==> src/design/usage_ranked_register_slot_assigner_core_assert.svh <==
// assertion macros for the usage ranked slot assigner
// expects clk and arst_n in the scope of the module that uses them
`ifndef USAGE_RANKED_REGISTER_SLOT_ASSIGNER_CORE_ASSERT_SVH
`define USAGE_RANKED_REGISTER_SLOT_ASSIGNER_CORE_ASSERT_SVH

// property that holds at every clock edge outside reset
`define URRSA_ASSERT(label, prop, msg) \
	label: assert property (@(posedge clk) disable iff (!arst_n) prop) \
		else $error(msg);

// condition that must be followed by an outcome in the next cycle
`define URRSA_ASSERT_NEXT(label, cond, nxt, msg) \
	label: assert property (@(posedge clk) disable iff (!arst_n) (cond) |=> (nxt)) \
		else $error(msg);

`endif

==> src/design/urrsa_pkg.sv <==
// shared types and constants of the usage ranked slot assigner
// no dependencies
package urrsa_pkg;

	localparam int NUM_REGS = 64;
	localparam int NUM_PRIO = 6;
	localparam int IDX_W    = 6;
	localparam int CNT_W    = 16;
	localparam int SLOT_W   = 7;
	localparam int LOCAL_W  = 8;
	localparam int USED_W   = 7;
	localparam int PRIO_W   = $clog2(NUM_PRIO);
	localparam int PCNT_W   = $clog2(NUM_PRIO + 1);
	localparam int RANK_W   = $clog2(NUM_REGS);
	localparam int ECNT_W   = $clog2(NUM_REGS + 1);
	localparam int STEP_W   = IDX_W;

	// priority register indexes on the configuration port
	typedef enum logic [PRIO_W-1:0] {
		CFG_STACK     = 3'd0,
		CFG_FUNC_ADDR = 3'd1,
		CFG_ARG0      = 3'd2,
		CFG_ARG1      = 3'd3,
		CFG_ARG2      = 3'd4,
		CFG_ARG3      = 3'd5
	} cfg_idx_t;

	localparam logic [IDX_W-1:0] PRIO_RST [NUM_PRIO] = '{
		6'd29, 6'd32, 6'd4, 6'd5, 6'd6, 6'd7
	};

	typedef enum logic [2:0] {
		ST_IDLE,
		ST_PRIO,
		ST_SETUP,
		ST_RANK,
		ST_FINAL,
		ST_EMIT
	} state_t;

	typedef struct packed {
		logic [IDX_W-1:0] reg_index;
		logic [CNT_W-1:0] usage_count;
		logic             is_last;
	} in_item_t;

	typedef struct packed {
		logic [IDX_W-1:0]          out_reg;
		logic signed [LOCAL_W-1:0] local_slot;
		logic [USED_W-1:0]         locals_used;
		logic                      run_last;
	} out_item_t;

	// count and index that circulate around the ring
	typedef struct packed {
		logic             elig;
		logic [CNT_W-1:0] count;
		logic [IDX_W-1:0] idx;
	} token_t;

	// final placement that shifts out toward cell zero
	typedef struct packed {
		logic              placed;
		logic [SLOT_W-1:0] slot;
	} res_t;

	typedef struct packed {
		logic load;
		logic prio;
		logic setup;
		logic rank;
		logic fin;
		logic emit;
	} phase_t;

	typedef struct packed {
		phase_t            ph;
		logic [IDX_W-1:0]  wr_idx;
		logic [CNT_W-1:0]  wr_count;
		logic [IDX_W-1:0]  prio_idx;
		logic [PCNT_W-1:0] prio_cnt;
	} cell_ctl_t;

endpackage

==> src/design/urrsa_ctrl.sv <==
// run sequencer: load, priority, setup, ranking ring, final latch, emission
// depends on urrsa_pkg and the assertion macro header
`include "usage_ranked_register_slot_assigner_core_assert.svh"

module urrsa_ctrl (
	input  logic                         clk,
	input  logic                         arst_n,
	input  logic                         start,
	input  logic                         is_last,
	input  logic                         prio_hit,
	input  logic                         tok0_elig,
	output logic                         busy,
	output urrsa_pkg::phase_t            ph,
	output logic [urrsa_pkg::STEP_W-1:0] step,
	output logic [urrsa_pkg::PCNT_W-1:0] prio_cnt,
	output logic [urrsa_pkg::USED_W-1:0] locals_used
);

	urrsa_pkg::state_t            state_q;
	urrsa_pkg::state_t            state_d;
	logic [urrsa_pkg::STEP_W-1:0] step_q;
	logic [urrsa_pkg::PCNT_W-1:0] prio_cnt_q;
	logic [urrsa_pkg::ECNT_W-1:0] elig_cnt_q;
	logic                         prio_end;
	logic                         ring_end;

	assign prio_end = step_q == urrsa_pkg::STEP_W'(urrsa_pkg::NUM_PRIO - 1);
	assign ring_end = step_q == urrsa_pkg::STEP_W'(urrsa_pkg::NUM_REGS - 1);

	// next state
	always_comb begin
		state_d = state_q;
		case (state_q)
			urrsa_pkg::ST_IDLE: begin
				if (start && is_last) state_d = urrsa_pkg::ST_PRIO;
			end
			urrsa_pkg::ST_PRIO: begin
				if (prio_end) state_d = urrsa_pkg::ST_SETUP;
			end
			urrsa_pkg::ST_SETUP: begin
				state_d = urrsa_pkg::ST_RANK;
			end
			urrsa_pkg::ST_RANK: begin
				if (ring_end) state_d = urrsa_pkg::ST_FINAL;
			end
			urrsa_pkg::ST_FINAL: begin
				state_d = urrsa_pkg::ST_EMIT;
			end
			urrsa_pkg::ST_EMIT: begin
				if (ring_end) state_d = urrsa_pkg::ST_IDLE;
			end
			default: begin
				state_d = urrsa_pkg::ST_IDLE;
			end
		endcase
	end

	// phase strobes
	always_comb begin
		ph = '0;
		case (state_q)
			urrsa_pkg::ST_IDLE:  ph.load  = start;
			urrsa_pkg::ST_PRIO:  ph.prio  = 1'b1;
			urrsa_pkg::ST_SETUP: ph.setup = 1'b1;
			urrsa_pkg::ST_RANK:  ph.rank  = 1'b1;
			urrsa_pkg::ST_FINAL: ph.fin   = 1'b1;
			urrsa_pkg::ST_EMIT:  ph.emit  = 1'b1;
			default:             ph       = '0;
		endcase
	end

	assign busy        = state_q != urrsa_pkg::ST_IDLE;
	assign step        = step_q;
	assign prio_cnt    = prio_cnt_q;
	assign locals_used = urrsa_pkg::USED_W'(prio_cnt_q) + urrsa_pkg::USED_W'(elig_cnt_q);

	// state and step counter
	always_ff @(posedge clk or negedge arst_n) begin
		if (!arst_n) begin
			state_q <= urrsa_pkg::ST_IDLE;
			step_q  <= '0;
		end else begin
			state_q <= state_d;
			if ((state_d != state_q) || (state_q == urrsa_pkg::ST_IDLE)) begin
				step_q <= '0;
			end else begin
				step_q <= step_q + urrsa_pkg::STEP_W'(1);
			end
		end
	end

	// priority placements and eligible registers seen at cell zero
	always_ff @(posedge clk or negedge arst_n) begin
		if (!arst_n) begin
			prio_cnt_q <= '0;
			elig_cnt_q <= '0;
		end else begin
			if ((state_q == urrsa_pkg::ST_IDLE) && start && is_last) begin
				prio_cnt_q <= '0;
			end else if (prio_hit) begin
				prio_cnt_q <= prio_cnt_q + urrsa_pkg::PCNT_W'(1);
			end
			if (state_q == urrsa_pkg::ST_SETUP) begin
				elig_cnt_q <= '0;
			end else if ((state_q == urrsa_pkg::ST_RANK) && tok0_elig) begin
				elig_cnt_q <= elig_cnt_q + urrsa_pkg::ECNT_W'(1);
			end
		end
	end

	`URRSA_ASSERT(a_prio_bound, prio_cnt_q <= urrsa_pkg::PCNT_W'(urrsa_pkg::NUM_PRIO), "priority count overran")
	`URRSA_ASSERT(a_idle_step, (state_q == urrsa_pkg::ST_IDLE) |-> (step_q == '0), "step counter moved while idle")
	`URRSA_ASSERT_NEXT(a_final_emit, state_q == urrsa_pkg::ST_FINAL, (state_q == urrsa_pkg::ST_EMIT) && (step_q == '0), "emission did not follow final latch")
	`URRSA_ASSERT_NEXT(a_emit_end, (state_q == urrsa_pkg::ST_EMIT) && ring_end, state_q == urrsa_pkg::ST_IDLE, "emission ran past last register")

endmodule

==> config.mk <==
export PLATFORM = sky130hd
export DESIGN_NAME = urrsa_ctrl
export DESIGN_NICKNAME = d
export VERILOG_FILES = /design/src/design/urrsa_pkg.sv /design/src/design/urrsa_ctrl.sv
export VERILOG_INCLUDE_DIRS = /design/src /design/src/design
export SDC_FILE = /design/constraint.sdc
export NUM_CORES = 1
export LEC_CHECK = 0
export BUFFER_PORTS_ARGS = -buffer_cell sky130_fd_sc_hd__buf_4
export CAP_MARGIN = 0
export CORE_ASPECT_RATIO = 1.1
export CORE_MARGIN = 1
export CORE_UTILIZATION = 40
export DETAILED_ROUTE_END_ITERATION = 10
export SKIP_LAST_GASP = 1
export SLEW_MARGIN = 0
export SYNTH_ARGS = -nofsm -noshare
export SYNTH_HDL_FRONTEND = slang
export SYNTH_SLANG_ARGS = --single-unit
==> constraint.sdc <==
create_clock -name clk -period 1.89 [get_ports clk]
set_input_delay 0.2835 -clock clk [delete_from_list [all_inputs] [get_ports clk]]
set_output_delay 0.2835 -clock clk [all_outputs]
set_load 0.005 [all_outputs]
==> Word level (Yosys, flattened, before mapping) <==
Index checks and enable logic that the tools add are counted.
{ "totals": {"out_inout_bits": 23, "input_bits": 6, "ram_bits": 0, "ff_bits": 19, "elab_cells": 41, "mem_bits_ro": 0, "latchBits": 0, "memories": 0} }
{ "classes": {"div": 0, "reduce_logical": 9, "bitwise_logic": 0, "shifts": 0, "n_addsub": 4, "multipliers": 0, "n_eq_ne": 8, "mux": 16, "order_cmp": 0} }
{ "op_table": {"columns": ["cell", "n"], "rows": [
  ["$mux 3", 6],
  ["$pmux 3 s6", 1],
  ["$mux 7", 2],
  ["$add 3x7->7", 1],
  ["$add 7x1->7 const B", 1],
  ["$add 6x1->6 const B", 1],
  ["$eq 3x2->1 const B", 2],
  ["$eq 3x3->1 const B", 2],
  ["$eq 6x3->1 const B", 1],
  ["$eq 6x6->1 const B", 1],
  ["$mux 1", 6],
  ["$mux 6", 1],
  ["$logic_and 1x1->1", 4],
  ["$reduce_bool 2->1", 2],
  ["$add 3x1->3 const B", 1],
  ["$eq 3x1->1 const B", 1],
  ["$logic_not 3->1", 1],
  ["$ne 3x3->1", 1],
  ["$reduce_bool 3->1", 1],
  ["$logic_or 1x1->1", 1]
]} }

==> Logic depth before layout (Yosys ltp) <==
{ "logic_depth": {"word_depth": 6, "depth_mapped": 6, "mapped_depth_nobuf": 6} }

==> Worst setup path before layout <==
Ideal clock, no wire load.
{ "synth_path": {"path_type": "reg-to-output", "startpoint": "register prio_cnt_q (netlist bit prio_cnt[0])", "endpoint": "output locals_used[6] (netlist bit)", "path_slack_ps": 160, "path_buffers": 0, "path_stages_with_launch": 7, "required_time_ps": 1607, "t_arrival_ps": 1447, "path_cell_list": "dfrtp_1 > ha_1 > inv_1 > fa_1 > nor2b_1 > o2111ai_1 > xnor2_1"} }
{ "synth_between": {"elab_chain_cells": 1} }
{ "synth_lines": {"columns": ["item", "line_no", "rtl"], "rows": [
  ["start: declaration", "urrsa_ctrl.sv:22", "logic [urrsa_pkg::PCNT_W-1:0] prio_cnt_q;"],
  ["start signal: assignment", "urrsa_ctrl.sv:101", "prio_cnt_q <= prio_cnt_q + urrsa_pkg::PCNT_W'(1);"],
  ["$add 3x7->7", "urrsa_ctrl.sv:75", "assign locals_used = urrsa_pkg::USED_W'(prio_cnt_q) + urrsa_pkg::USED_W'(elig_cnt_q);"],
  ["end: declaration", "urrsa_ctrl.sv:16", "output logic [urrsa_pkg::USED_W-1:0] locals_used"]
]} }
Every way passes these cells.

==> Worst setup path in the final report <==
Same ends and word-level chain as after synthesis.

==> impl_results.md <==
* Status: finished, violations left
* Failing checks: negative setup slack
* Logic pwr share at 0.552
* Critical path data required time at 1.61 ns
* CP peak stage delay at 0.37 ns
* Chip width at 52.6 um
* Clock power frac at 0.110
* Area of the die at 0.00304 mm2
* Prevailing post-synth register cell: dfrtp_1
* Largest family of logic cells by synthesized area: simple AND/OR/NAND/NOR gates
* Part of the power in registers at 0.338
* Top area cells in the synthesized netlist: dfrtp_1 (42%), ha_1 (7.8%), xnor2_1 (7.0%)
* WL final at 2190 um
* ANT cells at 0
* Post-Synth XOR/XNOR Area at 0.124
* Clock Skews at 0.00178 ns
* Final Setup Violations at 5
* Crit path max fanout at 2
* TritonCTS Buffers at 3
* Post-Synthesis Cells at 118
* Clock tree buffer depth at 2
* Post-route cell area at 0.00149 mm2
* Pwr Total at 1.89 mW
* Max Clock Freq at 485 MHz
* WP data arrival at 1.78 ns
* VDD IR-drop max at 0.000842 V
* Maxcap violations at 0
* Total count of hold-check failures in the final report at 0
* Placement Rows at 19
* Crit share post-route at 1.09
* Gp weighted congestion at 0.797
* Largest net degree at the start of global routing at 20
* Core ar. at 0.00259 mm2
* Crit path cell chain: ha_2, inv_2, fa_2, nor2b_4, o2111ai_2, xnor2_1, buf_4
* Worst Hold Class: primary input to register
* Slew Limit Headroom at 0.811
* Util after Layout at 0.574
* Gr ovfl total at 0
* CP Class: register to primary output
* Critical-path top delay cell: dfrtp_1
* Top post-synthesis cells by count: nor2_1 (20), dfrtp_1 (19), xnor2_1 (9)
* Setup TNS at -0.505 ns
* Post-synth top area cell: dfrtp_1
* CP startpoint: prio_cnt[0]
* Initial antenna violation count at 0
* WL per Instance at 11.7 um
* Htree depth at 1
* EDFF count, synth at 0
* Post-synthesis simple-gate area fraction at 0.232
* Placed Area at 0.00139 mm2
* CTS tree: done
* Unrepaired setup endpoints after global routing: yes
* Root buffer cell: clkbuf_4
* Sw Pwr at 0.714 mW
* PD cells at 1270 mW/mm2
* #FFs+latches synth at 19
* Synth cell types at 32
* Flop2flop setup slack at 0.39 ns
* Synth Area in Compound Gates at 0.0743
* Ys async rst share at 1.00
* Skew-Pair Late Insertion Delay at 0.29 ns
* Vias in the first global route at 888
* Vias per cell at 4.91
* Hold Crit Start: prio_hit
* Register area share after synthesis at 0.421
* Ratio of cells with drive above 1 in the final layout at 0.333
* Leakage at 0.751 nW
* Internal power at 1.18 mW
* Starting Density at 0.436
* Gr usage total at 0.168
* Buffers on Ports at 28
* Count leader, synth: nor2_1
* CTS sink cnt at 19
* Final HPWL DP at 1670 um
* Crit path launch type: register
* Nets at 171
* Yosys warning count at 0
* Final slew viol count at 0
* Final worst slack at -0.172 ns
* Routed Antenna Nets at 0
* Area grow syn2layout at 31.8%
* Routed vias at 918
* First-pass GRT wire length at 3770 um
* Final hold slack at 0.253 ns
* Synth Area per Inst at 9.56 um2
* DR iter-0 viols at 7
* Die Height at 57.7 um
* Reg2reg start: step[0]
* Adder-cell area share of the yosys netlist at 0.0953
* Sw Share at 0.378
* Final worst path period need at 2.06 ns
* Worst-path clk slew at 0.11 ns
* Crit. End Element: primary output
* Syn_nets at 132
* DRC violations left at 0
* Actual slew at the worst max-slew pin at 0.284 ns
* Multiplexer share of the synthesized area at 0.0177
* I/O pin cnt at 29
* Pre-antenna DRT Iters at 2
* Mapped cell area at 0.00113 mm2
* Post-synth top area share at 0.421
layer usage:
| metal | up-vias | wire length [um] | GRT usage |
|---|---|---|---|
| met3 | 2 | 74 | 0.0236 |
| met1 | 427 | 978 | 0.207 |
| met5 | - | 0 | 0 |
| met2 | 19 | 1120 | 0.289 |
| li1 | 470 | - | - |
| met4 | 0 | 14 | 0.0677 |
final cells by class:
| cell class | count | area [um2] |
|---|---|---|
| fillers | 238 | 1100 |
| well taps | 31 | 38.8 |
| repair buffers | 37 | 284 |
| clock inverters | 1 | 5.00 |
| flip-flops and latches | 19 | 475 |
| clock buffers | 3 | 22.5 |
| inverters | 7 | 26.3 |
| multi-input cells | 89 | 636 |
kinds of logic after synthesis:
kind of cell,after synthesis
AND/OR/NAND/NOR,50
flip-flops,19
XOR/XNOR,16
AO/OA/AOI/OAI,13
buffers and inverters,10
adder cells (fa/ha/maj),8
multiplexers,2
sequential cells by signal, indices dropped and copies added, names as in the netlist:
register,count
prio_cnt,3
elig_cnt_q,7
step,6
state_q,3
cells in the final DEF, fill, tap and decap left out, types with 2 or more instances in the layout:
master,netlist,layout
or3_1,2,2
dfrtp_1,19,19
clkbuf_4,0,3
buf_4,0,35
ha_1,7,6
xnor2_1,9,9
a21oi_2,1,2
a21oi_1,5,4
nand3_1,3,3
mux2i_1,2,2
inv_2,0,2
nor3_1,2,2
xor2_1,7,7
nor2_1,20,20
and3_1,4,4
nand4_1,2,2
nand2_1,8,8
inv_1,7,5
nand2b_1,2,2
critical path: cells and delay by family (launching register included):
kind | cells | cell delay (ns)
simple gates | 1 | 0.13
compound gates | 1 | 0.11
xor+xnor | 1 | 0.16
flops | 1 | 0.37
buf+inv | 2 | 0.17
fa+ha+maj | 2 | 0.54
path summary, 6_finish.rpt:
kind                                  end  cells past startpoint
setup / recovery           locals_used[6]                      7
hold / removal                prio_cnt[0]                      3
setup reg to reg                  step[3]                      5
hold reg to reg                state_q[1]                      1
max in group asynchronous   elig_cnt_q[5]                      2
min in group asynchronous         step[4]                      2
per-stage QoR:
stage,std cells,setup slack [ns]
floorplan,118,0.160
global placement,177,0.0939
detailed placement,177,0.0506
CTS,185,-0.230
global route,187,-0.291
finish,187,-0.172
power groups by stage:
stage	registers (mW)	clock network, mW	logic (mW)
final	0.638	0.207	1.04
after global routing	0.660	0.234	1.19
after CTS	0.638	0.216	0.988
after detailed placement	0.656	0	0.921
after global placement	0.652	0	0.911
after floorplan	0.626	0	0.518
what timing repair did:
item                                    4_1_cts  5_1_grt
gates resized for setup                       4        6
hold buffers                                  1        0
buffers inserted                              3        2
cloned                                        0        0
pin swaps                                     3        6
endpoints found under the setup margin        4        6
hold endpoints to repair                     19        0
Power figures use the tool's default switching activity.
