--- src/design/usage_ranked_register_slot_assigner_core_assert.svh ---
// assertion macros for the usage ranked slot assigner
// expects clk and arst_n in the scope of the module that uses them
`ifndef USAGE_RANKED_REGISTER_SLOT_ASSIGNER_CORE_ASSERT_SVH
`define USAGE_RANKED_REGISTER_SLOT_ASSIGNER_CORE_ASSERT_SVH

// property that holds at every clock edge outside reset
`define URRSA_ASSERT(label, prop, msg) \
	label: assert property (@(posedge clk) disable iff (!arst_n) prop) \
		else $error(msg);

// condition that must be followed by an outcome in the next cycle
`define URRSA_ASSERT_NEXT(label, cond, nxt, msg) \
	label: assert property (@(posedge clk) disable iff (!arst_n) (cond) |=> (nxt)) \
		else $error(msg);

`endif

--- src/design/urrsa_pkg.sv ---
// shared types and constants of the usage ranked slot assigner
// no dependencies
package urrsa_pkg;

	localparam int NUM_REGS = 64;
	localparam int NUM_PRIO = 6;
	localparam int IDX_W    = 6;
	localparam int CNT_W    = 16;
	localparam int SLOT_W   = 7;
	localparam int LOCAL_W  = 8;
	localparam int USED_W   = 7;
	localparam int PRIO_W   = $clog2(NUM_PRIO);
	localparam int PCNT_W   = $clog2(NUM_PRIO + 1);
	localparam int RANK_W   = $clog2(NUM_REGS);
	localparam int ECNT_W   = $clog2(NUM_REGS + 1);
	localparam int STEP_W   = IDX_W;

	// priority register indexes on the configuration port
	typedef enum logic [PRIO_W-1:0] {
		CFG_STACK     = 3'd0,
		CFG_FUNC_ADDR = 3'd1,
		CFG_ARG0      = 3'd2,
		CFG_ARG1      = 3'd3,
		CFG_ARG2      = 3'd4,
		CFG_ARG3      = 3'd5
	} cfg_idx_t;

	localparam logic [IDX_W-1:0] PRIO_RST [NUM_PRIO] = '{
		6'd29, 6'd32, 6'd4, 6'd5, 6'd6, 6'd7
	};

	typedef enum logic [2:0] {
		ST_IDLE,
		ST_PRIO,
		ST_SETUP,
		ST_RANK,
		ST_FINAL,
		ST_EMIT
	} state_t;

	typedef struct packed {
		logic [IDX_W-1:0] reg_index;
		logic [CNT_W-1:0] usage_count;
		logic             is_last;
	} in_item_t;

	typedef struct packed {
		logic [IDX_W-1:0]          out_reg;
		logic signed [LOCAL_W-1:0] local_slot;
		logic [USED_W-1:0]         locals_used;
		logic                      run_last;
	} out_item_t;

	// count and index that circulate around the ring
	typedef struct packed {
		logic             elig;
		logic [CNT_W-1:0] count;
		logic [IDX_W-1:0] idx;
	} token_t;

	// final placement that shifts out toward cell zero
	typedef struct packed {
		logic              placed;
		logic [SLOT_W-1:0] slot;
	} res_t;

	typedef struct packed {
		logic load;
		logic prio;
		logic setup;
		logic rank;
		logic fin;
		logic emit;
	} phase_t;

	typedef struct packed {
		phase_t            ph;
		logic [IDX_W-1:0]  wr_idx;
		logic [CNT_W-1:0]  wr_count;
		logic [IDX_W-1:0]  prio_idx;
		logic [PCNT_W-1:0] prio_cnt;
	} cell_ctl_t;

endpackage

--- src/design/urrsa_cell.sv ---
// one register cell: usage count, priority slot, rank counter, ring token
// depends on urrsa_pkg
module urrsa_cell (
	input  logic                        clk,
	input  logic                        arst_n,
	input  urrsa_pkg::cell_ctl_t        ctl,
	input  logic [urrsa_pkg::IDX_W-1:0] my_idx,
	input  urrsa_pkg::token_t           tok_in,
	output urrsa_pkg::token_t           tok_out,
	input  urrsa_pkg::res_t             res_in,
	output urrsa_pkg::res_t             res_out,
	output logic                        prio_hit
);

	logic [urrsa_pkg::CNT_W-1:0]  count_q;
	logic                         taken_q;
	logic [urrsa_pkg::SLOT_W-1:0] pslot_q;
	logic [urrsa_pkg::RANK_W-1:0] rank_q;
	urrsa_pkg::token_t            tok_q;
	urrsa_pkg::res_t              res_q;

	logic nz;
	logic own_elig;
	logic beats;

	// eligibility for the ranked pass and the comparison against the token
	assign nz       = |count_q;
	assign own_elig = nz && !taken_q;
	assign beats    = tok_q.elig && own_elig &&
		((tok_q.count > count_q) || ((tok_q.count == count_q) && (tok_q.idx < my_idx)));
	assign prio_hit = ctl.ph.prio && (ctl.prio_idx == my_idx) && nz;

	assign tok_out = tok_q;
	assign res_out = res_q;

	// usage count and taken flag
	always_ff @(posedge clk or negedge arst_n) begin
		if (!arst_n) begin
			count_q <= '0;
			taken_q <= 1'b0;
		end else if (ctl.ph.load && (ctl.wr_idx == my_idx)) begin
			count_q <= ctl.wr_count;
		end else if (prio_hit) begin
			taken_q <= 1'b1;
		end else if (ctl.ph.fin) begin
			count_q <= '0;
			taken_q <= 1'b0;
		end
	end

	// priority slot, rank and ring token
	always_ff @(posedge clk) begin
		if (prio_hit) begin
			pslot_q <= urrsa_pkg::SLOT_W'(ctl.prio_cnt);
		end
		if (ctl.ph.setup) begin
			tok_q  <= '{elig: own_elig, count: count_q, idx: my_idx};
			rank_q <= '0;
		end else if (ctl.ph.rank) begin
			tok_q <= tok_in;
			if (beats) begin
				rank_q <= rank_q + urrsa_pkg::RANK_W'(1);
			end
		end
	end

	// final placement, then shift toward cell zero
	always_ff @(posedge clk) begin
		if (ctl.ph.fin) begin
			res_q.placed <= own_elig || taken_q;
			res_q.slot   <= own_elig ?
				(urrsa_pkg::SLOT_W'(ctl.prio_cnt) + urrsa_pkg::SLOT_W'(rank_q)) : pslot_q;
		end else if (ctl.ph.emit) begin
			res_q <= res_in;
		end
	end

endmodule

--- config.mk ---
export PLATFORM = sky130hd
export DESIGN_NAME = urrsa_cell
export DESIGN_NICKNAME = d
export VERILOG_FILES = /design/src/design/usage_ranked_register_slot_assigner_core_assert.svh /design/src/design/urrsa_pkg.sv /design/src/design/urrsa_cell.sv
export SDC_FILE = /design/constraint.sdc
export NUM_CORES = 1
export LEC_CHECK = 0
export ABC_AREA = 1
export BUFFER_PORTS_ARGS = -buffer_cell sky130_fd_sc_hd__buf_4
export CAP_MARGIN = 40
export CORE_ASPECT_RATIO = 0.6
export CORE_UTILIZATION = 34
export CTS_CLUSTER_DIAMETER = 120
export CTS_CLUSTER_SIZE = 20
export DETAILED_ROUTE_END_ITERATION = 6
export SLEW_MARGIN = 20
export SYNTH_ARGS = -nofsm -noshare
export SYNTH_HDL_FRONTEND = slang
export SYNTH_SLANG_ARGS = --single-unit
--- constraint.sdc ---
create_clock -name clk -period 1.5 [get_ports clk]
set_input_delay 0.075 -clock clk [delete_from_list [all_inputs] [get_ports clk]]
set_output_delay 0.075 -clock clk [all_outputs]
set_load 0.01 [all_outputs]
Yosys cells after proc, flatten, opt, wreduce, memory -nomap -nowiden
Cells that the tools add are included.
{ "classes": {"addsub": 2, "n_lt_le_gt_ge": 2, "eq_ne": 4, "n_mux": 10, "bitwise": 1, "reduce_logical": 18} }
{ "op_table": {"columns": ["cell", "n"], "rows": [
  ["2-to-1 mux 16 bit", 3],
  ["2-to-1 mux 23 bit", 2],
  ["equality test 16 bit", 1],
  ["greater-than comparator 16 bit", 1],
  ["2-to-1 mux 8 bit", 2],
  ["OR reduction 16 bit", 1],
  ["equality test 6 bit", 2],
  ["nonzero test 2 bit", 4],
  ["adder 3 x 6 -> 7 bit", 1],
  ["logical AND 1 bit", 7],
  ["2-to-1 mux 7 bit", 1],
  ["adder 6 x 1 -> 6 bit, second input constant", 1],
  ["< comparator 6 bit", 1],
  ["AND reduction 2 bit", 3],
  ["logical OR 1 bit", 2],
  ["2-to-1 mux 1 bit", 2],
  ["!= test 2 x 1 -> 1 bit, second input constant", 1],
  ["logical NOT 1 bit", 1],
  ["NOT 1 bit", 1]
]} }
{ "word_totals": {"ff_bits": 57, "inputBits": 76, "out_inout_bits": 32, "wordCells": 46} }

Logic depth before layout (Yosys ltp)
Gate-level depths: netlist of the first run.
{ "logic_depth": {"ltp_word": 5, "depth_mapped": 15, "mapped_depth_nobuf": 15} }

Worst setup path before layout of the first run
No wires, ideal clock.
{ "synth_timing": {"path_kind": "register to register", "start": "register tok_q (netlist bit tok_out[21])", "end": "register rank_q[2] in the netlist's numbering", "setup_ns": 0.113, "t_arrival_ns": 1.490, "t_required_ns": 1.387, "setup_slack_ns": -0.103, "stages_incl_launch_ff": 11, "n_path_buf": 0, "period_less_slack_ns": 1.603, "path_cell_list": "edfxtp_1 > ha_1 > nand2_1 > nor2_2 > nand2_1 > o21ai_1 > nor2_1 > nand2_2 > nand2_4 > nor2_1 > nor2_1"} }
{ "synth_between": {"elab_chain_cells": 5, "word_cells_on_any_way": 6, "cone_classes": "order compare: 1; eq/ne: 1; reduce/logical: 4"} }
{ "synth_lines": {"columns": ["item", "line", "rtl"], "rows": [
  ["start, declared", "urrsa_cell.sv:19", "urrsa_pkg::token_t tok_q;"],
  ["start signal, assigned", "urrsa_cell.sv:57", "tok_q <= '{elig: own_elig, count: count_q, idx: my_idx};"],
  ["start signal, assigned", "urrsa_cell.sv:60", "tok_q <= tok_in;"],
  ["parallel branches: the longest is 2 deep, another holds greater-than comparator 16 bit", null, null],
  ["logical OR 1 bit *", "urrsa_cell.sv:30", "((tok_q.count > count_q) || ((tok_q.count == count_q) && (tok_q.idx < my_idx)));"],
  ["logical AND 1 bit *", "urrsa_cell.sv:29", "assign beats = tok_q.elig && own_elig &&"],
  ["AND reduction 2 bit (no source line) *", null, null],
  ["end signal, assigned", "urrsa_cell.sv:62", "rank_q <= rank_q + urrsa_pkg::RANK_W'(1);"],
  ["end, declared", "urrsa_cell.sv:18", "logic [urrsa_pkg::RANK_W-1:0] rank_q;"]
]} }
Mark *: on every way between the ends.
A chain may end at the register's enable or synchronous reset.

Worst setup path after layout of the first run
{ "layout_timing": {"start": "register tok_q (netlist bit tok_out[9])", "end": "register rank_q[4] in the netlist's numbering"} }
The elaborated chain is that of the path after synthesis.

==> results_dict.tcl, run 1 <==
set metrics [dict create \
    status "complete, but fails checks" \
    violations "negative hold slack, negative setup slack" \
    drt_first_pass_iters 4 \
    ir_drop_uv 549.8 \
    track_usage_pct 20.40 \
    p_leak_nw 2.657 \
    max_stage_delay_ps 450 \
    power.density_mw_per_mm2 887.2 \
    ys_ff_latch 57 \
    ant_nets 0 \
    avgSynthCellArea_um2 8.494 \
    fmax_mhz 591.5 \
    synth_cells 398 \
    gp_congestion 0.8517 \
    final_net_count 698 \
    worstPathCellList "ha_4 > nand2_4 > nor2_4 > nand2_2 > nor2_2 > nand2_1 > inv_2 > nor2_4 > nand2_4 > nand2_1 > nand2_1 > nor2_1" \
    start_kind "flop" \
    synth_edf_count 34 \
    port_buffers 107 \
    maxSlewHeadroom_pct 55.89 \
    drcViolationCount 0 \
    area_growth_pct 66.47 \
    synth_top_area_cell "edfxtp_1" \
    cts.path.max_buffers 2 \
    path_common_cell "nand2_1" \
    holdWs_ps -53.87 \
    start_util_pct 35.87 \
    grt_pass1_wl_mm 15.84 \
    slew_viol_final 0 \
    root_buffer "clkbuf_16" \
    ios 108 \
    antenna_found_initial 0 \
    grt_start_max_net_pins 32 \
    required_ps 1720 \
    critPathArrivalTime_ps 1910 \
    cts.sink_count 57 \
    seq_area_frac_synth_pct 46.34 \
    numCtsBuffers 9 \
    die_w_um 130.7 \
    drt-total-wl_mm 10.29 \
    hold_viol_final 2 \
    hpwlAfterDp_mm 7.231 \
    fin_skew_ps 6.388 \
    clock_latency_ps 330 \
    fin_area_mm2 0.005628 \
    hp-class "primary input to flop" \
    htreeDepth 3 \
    via_count 3386 \
    fin_ws_ps -190.8 \
    slowest_stage "edfxtp_1" \
    clk_pin_slew_worst_paths_ps 50 \
    async_flop_share_pct 29.82 \
    synth_common_cells "nand2_1 (108), inv_1 (50), o21ai_0 (37)" \
    fin_cells 731 \
    tns_ps -3816 \
    synth_top_flop_cell "edfxtp_1" \
    synth_top_cell_area_share_pct 30.20 \
    yosys_warnings 0 \
    max_cap_viol_count 0 \
    wl_per_cell_um 14.08 \
    dieArea_mm2 0.01036 \
    worstMarginPinSlew_ps 661.7 \
    placedCellCount 677 \
    synthesis.area_mm2 0.003381 \
    synthTopCellsByArea "edfxtp_1 (30%), dfrtp_1 (13%), nand2_1 (12%)" \
    antenna_cells 0 \
    total_power_mw 4.993 \
    post-place-ws_ps -240.7 \
    place_area_mm2 0.004683 \
    period_share_pct 112.7 \
    vias_per_cell 4.632 \
    fp.coreArea_mm2 0.009425 \
    crit_fanout 5 \
    cts_hold_buf 20 \
    drt_iter0_markers 141 \
    layout-drive-gt1-share_pct 45.09 \
    synth_fp_nets 500 \
    rsz0062_at_grt "yes" \
    yosysMostFrequentCell "nand2_1" \
    worstSetupPathType "flop to flop" \
    finalSetupViolCount 31 \
    grt_pass1_vias 3289 \
    cts_tree "done" \
    nFillCells 834 \
    worstSetupEndpointType "flop" \
    post-route-min-period_ps 1691 \
    yosysUniqueCellTypes 33 \
    rows 27 \
    fin_util_pct 59.71 \
    dieHeight_um 79.24 \
    overflow 0 \
]
-- logic make-up (layout without fill, tap and decap cells) --
logic type,Yosys count,in the layout,share of synthesized area (%)
AOI/OAI and AO/OA,70,70,11.92
xor gates and xnor gates,10,10,2.591
adders and majority gates,26,26,9.845
buffers and inverters,63,263,7.772
DFF,57,57,46.34
and+or+nand+nor,172,175,21.54
-- layout make-up --
class	instances	area (um2)	share of cell area (%)
clock buffers	11	232.7	4.135
clock inverters	5	46.29	0.8226
inverters	55	214.0	3.802
multi-input cells	281	1888	33.55
flip-flops and latches	57	1569	27.88
well taps	130	162.7	2.890
repair buffers	192	1515	26.92
-- sequential cells by signal, summed over array words and instances, names as in the netlist --
register and flops:
tok_out 23, count_q 16, res_out 8, rank_q 6, pslot_q 3, taken_q 1
-- layer usage --
metal  track usage (%)  part of all wire (%)  vias to the layer above
li1                  -                     -                     1699
met1             27.01                    48                     1540
met2             31.80                    44                      127
met3             5.930                   6.3                       20
met4             6.782                   1.4                        0
met5                 0                     0                        -
-- path summary, 6_finish.rpt --
check	slack [ps]	start	end	cells after the start
worst max-delay path	-190	tok_out[9]$_DFFE_PP_	rank_q[4]$_SDFFE_PP0P_	12
max in group asynchronous	1120	arst_n	count_q[11]$_DFFE_PN0P_	2
min in group asynchronous	170	arst_n	count_q[9]$_DFFE_PN0P_	2
worst min-delay path	-50	ctl[34]	rank_q[3]$_SDFFE_PP0P_	2
worst min register to register	520	taken_q$_DFFE_PN0P_	taken_q$_DFFE_PN0P_	2
worst max register to register	-190	tok_out[9]$_DFFE_PP_	rank_q[4]$_SDFFE_PP0P_	12
-- critical path, delay by kind of cell, from the launching register on --
kind | cells | cell delay, ps
and+or+nand+nor | 10 | 700
adders and majority gates | 1 | 320
buffers and inverters | 1 | 100
DFF | 1 | 450
-- power breakdown --
group          switching [mW]  internal [mW]  leakage [nW]  total (mW)
clock                   0.680           1.26         0.136        1.94
combinational           0.571          0.633          1.88        1.20
sequential             0.0647           1.78         0.642        1.85
total                    1.32           3.68          2.66        4.99
-- cell usage in the layout (no fill, tap or decap), drive strengths merged --
master	count
xnor2	2
nand3	15
xor2	8
a21o	2
ha	25
edfxtp	34
inv	55
fa	1
nor3	4
o22ai	3
a21oi	14
o21ai	50
nand2	117
nor2	35
buf	172
bufinv	1
nand3b	1
clkinv	4
or2	3
dfxtp	6
dlygate4sd3	20
o31ai	1
dfrtp	17
clkbuf	11
-- what timing repair did --
item	4_1_cts	5_1_grt
hold endpoints to repair	38	2
gates cloned	2	1
resized for setup	29	45
setup endpoints to repair	15	34
setup buffers	4	11
pin swaps	21	19
(Power assumes the default switching activity.)
==> run 2: changes to the inputs <==
==> constraint.sdc (replaced) <==
create_clock -name clk -period 1.4 [get_ports clk]
set_input_delay 0.07 -clock clk [delete_from_list [all_inputs] [get_ports clk]]
set_output_delay 0.07 -clock clk [all_outputs]
set_load 0.01 [all_outputs]
==> results_dict.tcl, run 2 (synthesized netlist as in run 1, its figures left out) <==
set metrics [dict create \
    hold_viol_final 0 \
    port_buffers 107 \
    hpwlAfterDp_mm 7.159 \
    layout-drive-gt1-share_pct 45.63 \
    vias_per_cell 4.544 \
    ir_drop_uv 585.2 \
    htreeDepth 3 \
    cts.sink_count 57 \
    holdWs_ps 28.63 \
    start_util_pct 35.87 \
    ant_nets 0 \
    critPathArrivalTime_ps 1920 \
    clk_pin_slew_worst_paths_ps 50 \
    worstSetupPathType "flop to flop" \
    fin_util_pct 61.53 \
    fmax_mhz 585.3 \
    gp_congestion 0.8232 \
    drt-total-wl_mm 10.17 \
    ios 108 \
    numCtsBuffers 9 \
    grt_pass1_vias 3293 \
    clock_latency_ps 320 \
    start_kind "flop" \
    total_power_mw 5.548 \
    cts.path.max_buffers 2 \
    cts_tree "done" \
    final_common_cell "buf_4" \
    largest_reg_flops 23 \
    status "complete, but fails checks" \
    final_net_count 704 \
    dieArea_mm2 0.01036 \
    rows 27 \
    crit_fanout 4 \
    power.density_mw_per_mm2 956.7 \
    track_usage_pct 20.51 \
    post-place-ws_ps -353.5 \
    fin_skew_ps 5.901 \
    fin_ws_ps -308.5 \
    fp.coreArea_mm2 0.009425 \
    slew_viol_final 0 \
    tns_ps -5579 \
    maxSlewHeadroom_pct 55.73 \
    grt_start_max_net_pins 51 \
    root_buffer "clkbuf_16" \
    via_count 3349 \
    area_growth_pct 71.54 \
    drcViolationCount 0 \
    finalSetupViolCount 35 \
    worstSetupEndpointType "flop" \
    post-route-min-period_ps 1709 \
    required_ps 1610 \
    period_share_pct 122.0 \
    antenna_cells 0 \
    violations "negative setup slack" \
    hp-class "primary input to flop" \
    max_cap_viol_count 0 \
    die_w_um 130.7 \
    antenna_found_initial 0 \
    drt_iter0_markers 167 \
    dieHeight_um 79.24 \
    overflow 0 \
    grt_pass1_wl_mm 15.86 \
    drt_first_pass_iters 4 \
    final_cell_mix "buf_4 (164), nand2_1 (96), inv_1 (48), edfxtp_1 (34), o21ai_0 (30)" \
    wl_per_cell_um 13.80 \
    rsz0062_at_grt "yes" \
    worstMarginPinSlew_ps 664.1 \
    p_leak_nw 2.730 \
]
[run 2: area by class of cell]
cell class                      count  area, um2
Tap cell                          130      162.7
Clock buffer                       14      275.3
Sequential cell                    57       1570
Multi-Input combinational cell    281       1926
Timing Repair Buffer              198       1614
Fill cell                         829       3626
Inverter                           55      216.5
Clock inverter                      2      35.03
[run 2: critical path: stages (launching register included)]
cell	delay [ps]
edfxtp_1	440
ha_4	270
a21o_1	160
nor2_1	140
o21ai_2	90
nor2_4	160
nand2_2	130
a21oi_2	160
nor2_1	50
[run 2: path summary, 6_finish.rpt]
path	startpoint	endpoint	slack (ps)	cells past startpoint
max reg2reg	tok_out[21]$_DFFE_PP_	rank_q[1]$_SDFFE_PP0P_	-310	8
max	tok_out[21]$_DFFE_PP_	rank_q[1]$_SDFFE_PP0P_	-310	8
min	tok_in[2]	tok_out[2]$_DFFE_PP_	30	3
min reg2reg	taken_q$_DFFE_PN0P_	taken_q$_DFFE_PN0P_	540	2
max in group asynchronous	arst_n	count_q[13]$_DFFE_PN0P_	1040	2
min in group asynchronous	arst_n	count_q[6]$_DFFE_PN0P_	160	2
[run 2: per-stage QoR]
stage	area [um2]	std cells
global placement	4727	679
floorplan	3400	398
detailed placement	4727	679
finish	5799	737
CTS	5537	730
global route	5799	737
[run 2: where the power goes]
part	internal, mW	switching, mW
Combinational	0.706	0.621
Sequential	1.91	0.0692
Clock	1.53	0.714
Total	4.14	1.40
[run 2: routing by layer]
metal,vias up,global-route usage [%],routed length [um]
met5,-,0,0
met4,0,4.368,82
met3,13,6.941,670
met2,88,31.32,4455
met1,1536,27.94,4965
li1,1712,-,-
[run 2: timing repair]
item | CTS | global route
cloned | 3 | 0
hold buffers | 21 | 0
endpoints found under the hold margin | 38 | 0
gates resized for setup | 44 | 41
setup endpoints to repair | 30 | 35
setup buffers | 11 | 7
pin swaps | 26 | 23
==> run 3: changes to the inputs <==
--- a/config.mk
+++ b/config.mk
@@ -8,11 +8,14 @@
 export ABC_AREA = 1
 export BUFFER_PORTS_ARGS = -buffer_cell sky130_fd_sc_hd__buf_4
 export CAP_MARGIN = 40
+export CELL_PAD_IN_SITES_DETAIL_PLACEMENT = 0
+export CELL_PAD_IN_SITES_GLOBAL_PLACEMENT = 1
 export CORE_ASPECT_RATIO = 0.6
 export CORE_UTILIZATION = 34
 export CTS_CLUSTER_DIAMETER = 120
 export CTS_CLUSTER_SIZE = 20
 export DETAILED_ROUTE_END_ITERATION = 6
+export PLACE_DENSITY_LB_ADDON = 0.1
 export SLEW_MARGIN = 20
 export SYNTH_ARGS = -nofsm -noshare
 export SYNTH_HDL_FRONTEND = slang
==> results_dict.tcl, run 3 (synthesized netlist as in run 1, its figures left out) <==
set metrics [dict create \
    clk_pin_slew_worst_paths_ps 50 \
    slew_viol_final 0 \
    track_usage_pct 20.41 \
    cts.path.max_buffers 2 \
    crit_fanout 5 \
    final_cell_mix "buf_4 (165), nand2_1 (94), inv_1 (44), edfxtp_1 (34), o21ai_0 (32)" \
    cts_tree "done" \
    fmax_mhz 576.0 \
    antenna_found_initial 0 \
    ff2ff_setup_slack_ps -340 \
    final_net_count 697 \
    die_w_um 130.7 \
    min_to "tok_out[8]$_DFFE_PP_" \
    via_count 3303 \
    fp.coreArea_mm2 0.009425 \
    period_share_pct 124.0 \
    min_path_cells 3 \
    max_cap_viol_count 0 \
    rows 27 \
    hold_start "tok_in[8]" \
    fin_cells 730 \
    start_kind "flop" \
    hold_viol_final 0 \
    timing.rr.start "tok_out[13]$_DFFE_PP_" \
    worstReg2RegEnd "rank_q[2]$_SDFFE_PP0P_" \
    ios 108 \
    hp-class "primary input to flop" \
    grt_start_max_net_pins 32 \
    dieHeight_um 79.24 \
    wl_per_cell_um 13.88 \
    grt_pass1_vias 3260 \
    status "complete, but fails checks" \
    fin_ws_ps -336.1 \
    hpwlAfterDp_mm 7.268 \
    layout-drive-gt1-share_pct 46.67 \
    fin_util_pct 60.18 \
    clock_latency_ps 330 \
    fin_skew_ps 6.368 \
    maxSlewHeadroom_pct 54.81 \
    total_power_mw 5.400 \
    p_leak_nw 2.682 \
    overflow 0 \
    violations "negative setup slack" \
    numCtsBuffers 9 \
    worstPathCellList "ha_4 > nand2_2 > nor2_4 > nand2_2 > o21ai_2 > nor2_4 > nand2_4 > nand2_4 > nand2_1 > nand2_1 > nor2_1" \
    ant_nets 0 \
    critPathArrivalTime_ps 2000 \
    port_buffers 107 \
    worst-path-buf-inv 0 \
    post-route-min-period_ps 1736 \
    cts.sink_count 57 \
    drt_iter0_markers 182 \
    required_ps 1670 \
    fin_area_mm2 0.005672 \
    power.density_mw_per_mm2 952.2 \
    place_area_mm2 0.004700 \
    grt_pass1_wl_mm 15.72 \
    critPathTopFamily "simple AND/OR/NAND/NOR gates" \
    slowest_stage "edfxtp_1" \
    ir_drop_uv 573.2 \
    vias_per_cell 4.525 \
    start_util_pct 35.87 \
    area_growth_pct 67.76 \
    post-place-ws_ps -413.0 \
    worstSetupPathType "flop to flop" \
    rr_worst_depth 11 \
    placedCellCount 677 \
    htreeDepth 3 \
    largest_reg_flops 23 \
    rsz0062_at_grt "yes" \
    drcViolationCount 0 \
    worstSetupEndpointType "flop" \
    worstMarginPinSlew_ps 677.9 \
    finalSetupViolCount 26 \
    antenna_cells 0 \
    gp_congestion 0.7768 \
    final_common_cell "buf_4" \
    root_buffer "clkbuf_16" \
    max_stage_delay_ps 450 \
    drt_first_pass_iters 4 \
    dieArea_mm2 0.01036 \
    drt-total-wl_mm 10.13 \
]
-- run 3: changes by cell type in the layout (fill, tap and decap cells not counted), sizes merged --
| cell | delta |
|---|---|
| buf | -7 |
| clkbuf | -5 |
| clkinv | +4 |
| clkinvlp | +1 |
-- run 3: where the power goes --
| part | total, mW | internal [mW] | switching, mW |
|---|---|---|---|
| Sequential | 1.98 | 1.91 | 0.0690 |
| Combinational | 1.30 | 0.682 | 0.622 |
| Clock | 2.12 | 1.35 | 0.766 |
| Total | 5.40 | 3.94 | 1.46 |
-- run 3: routing by layer --
layer,up-vias,routed length (um),GRT usage [%]
met5,-,0,0
met3,13,681,5.795
li1,1699,-,-
met2,107,4257,29.68
met1,1484,5065,29.02
met4,0,127,6.207
-- run 3: worst max path at each step --
stage	start	to	slack, ps	cells past startpoint
after global routing	tok_out[13]$_DFFE_PP_	rank_q[4]$_SDFFE_PP0P_	-410	11
after CTS	tok_out[5]$_DFFE_PP_	rank_q[2]$_SDFFE_PP0P_	-330	12
after global placement	tok_out[12]$_DFFE_PP_	rank_q[2]$_SDFFE_PP0P_	-340	11
final	tok_out[13]$_DFFE_PP_	rank_q[2]$_SDFFE_PP0P_	-340	11
after floorplan	tok_out[5]$_DFFE_PP_	rank_q[2]$_SDFFE_PP0P_	-200	11
after detailed placement	tok_out[12]$_DFFE_PP_	rank_q[2]$_SDFFE_PP0P_	-410	11
-- run 3: final cells by class --
| class | instances | area (um2) |
|---|---|---|
| timing repair buffer | 191 | 1514 |
| sequential | 57 | 1572 |
| clock inverter | 7 | 61.31 |
| fill | 853 | 3754 |
| inverter | 55 | 216.5 |
| clock buffer | 9 | 225.2 |
| multi-input combinational | 281 | 1921 |
| tap | 130 | 162.7 |
-- run 3: stage by stage --
stage                     hold WS, ps  setup TNS [ps]
final                           17.21           -3590
after global routing            24.80           -6393
after global placement         -38.45           -5698
after floorplan                -225.6           -1169
after CTS                       10.76           -4112
after detailed placement       -39.95           -6317
-- run 3: worst min-delay path: stages --
cell	delay [ps]
buf_4	70
nand2_1	40
o21ai_0	50
-- run 3: repair_timing --
action                                 4_1_cts  5_1_grt
endpoints found under the hold margin       38        0
hold buffers                                21        0
setup buffers                               11        3
resized for setup                           45       41
cloned                                       3        0
pin swaps                                   23       27
setup endpoints to repair                   34       36
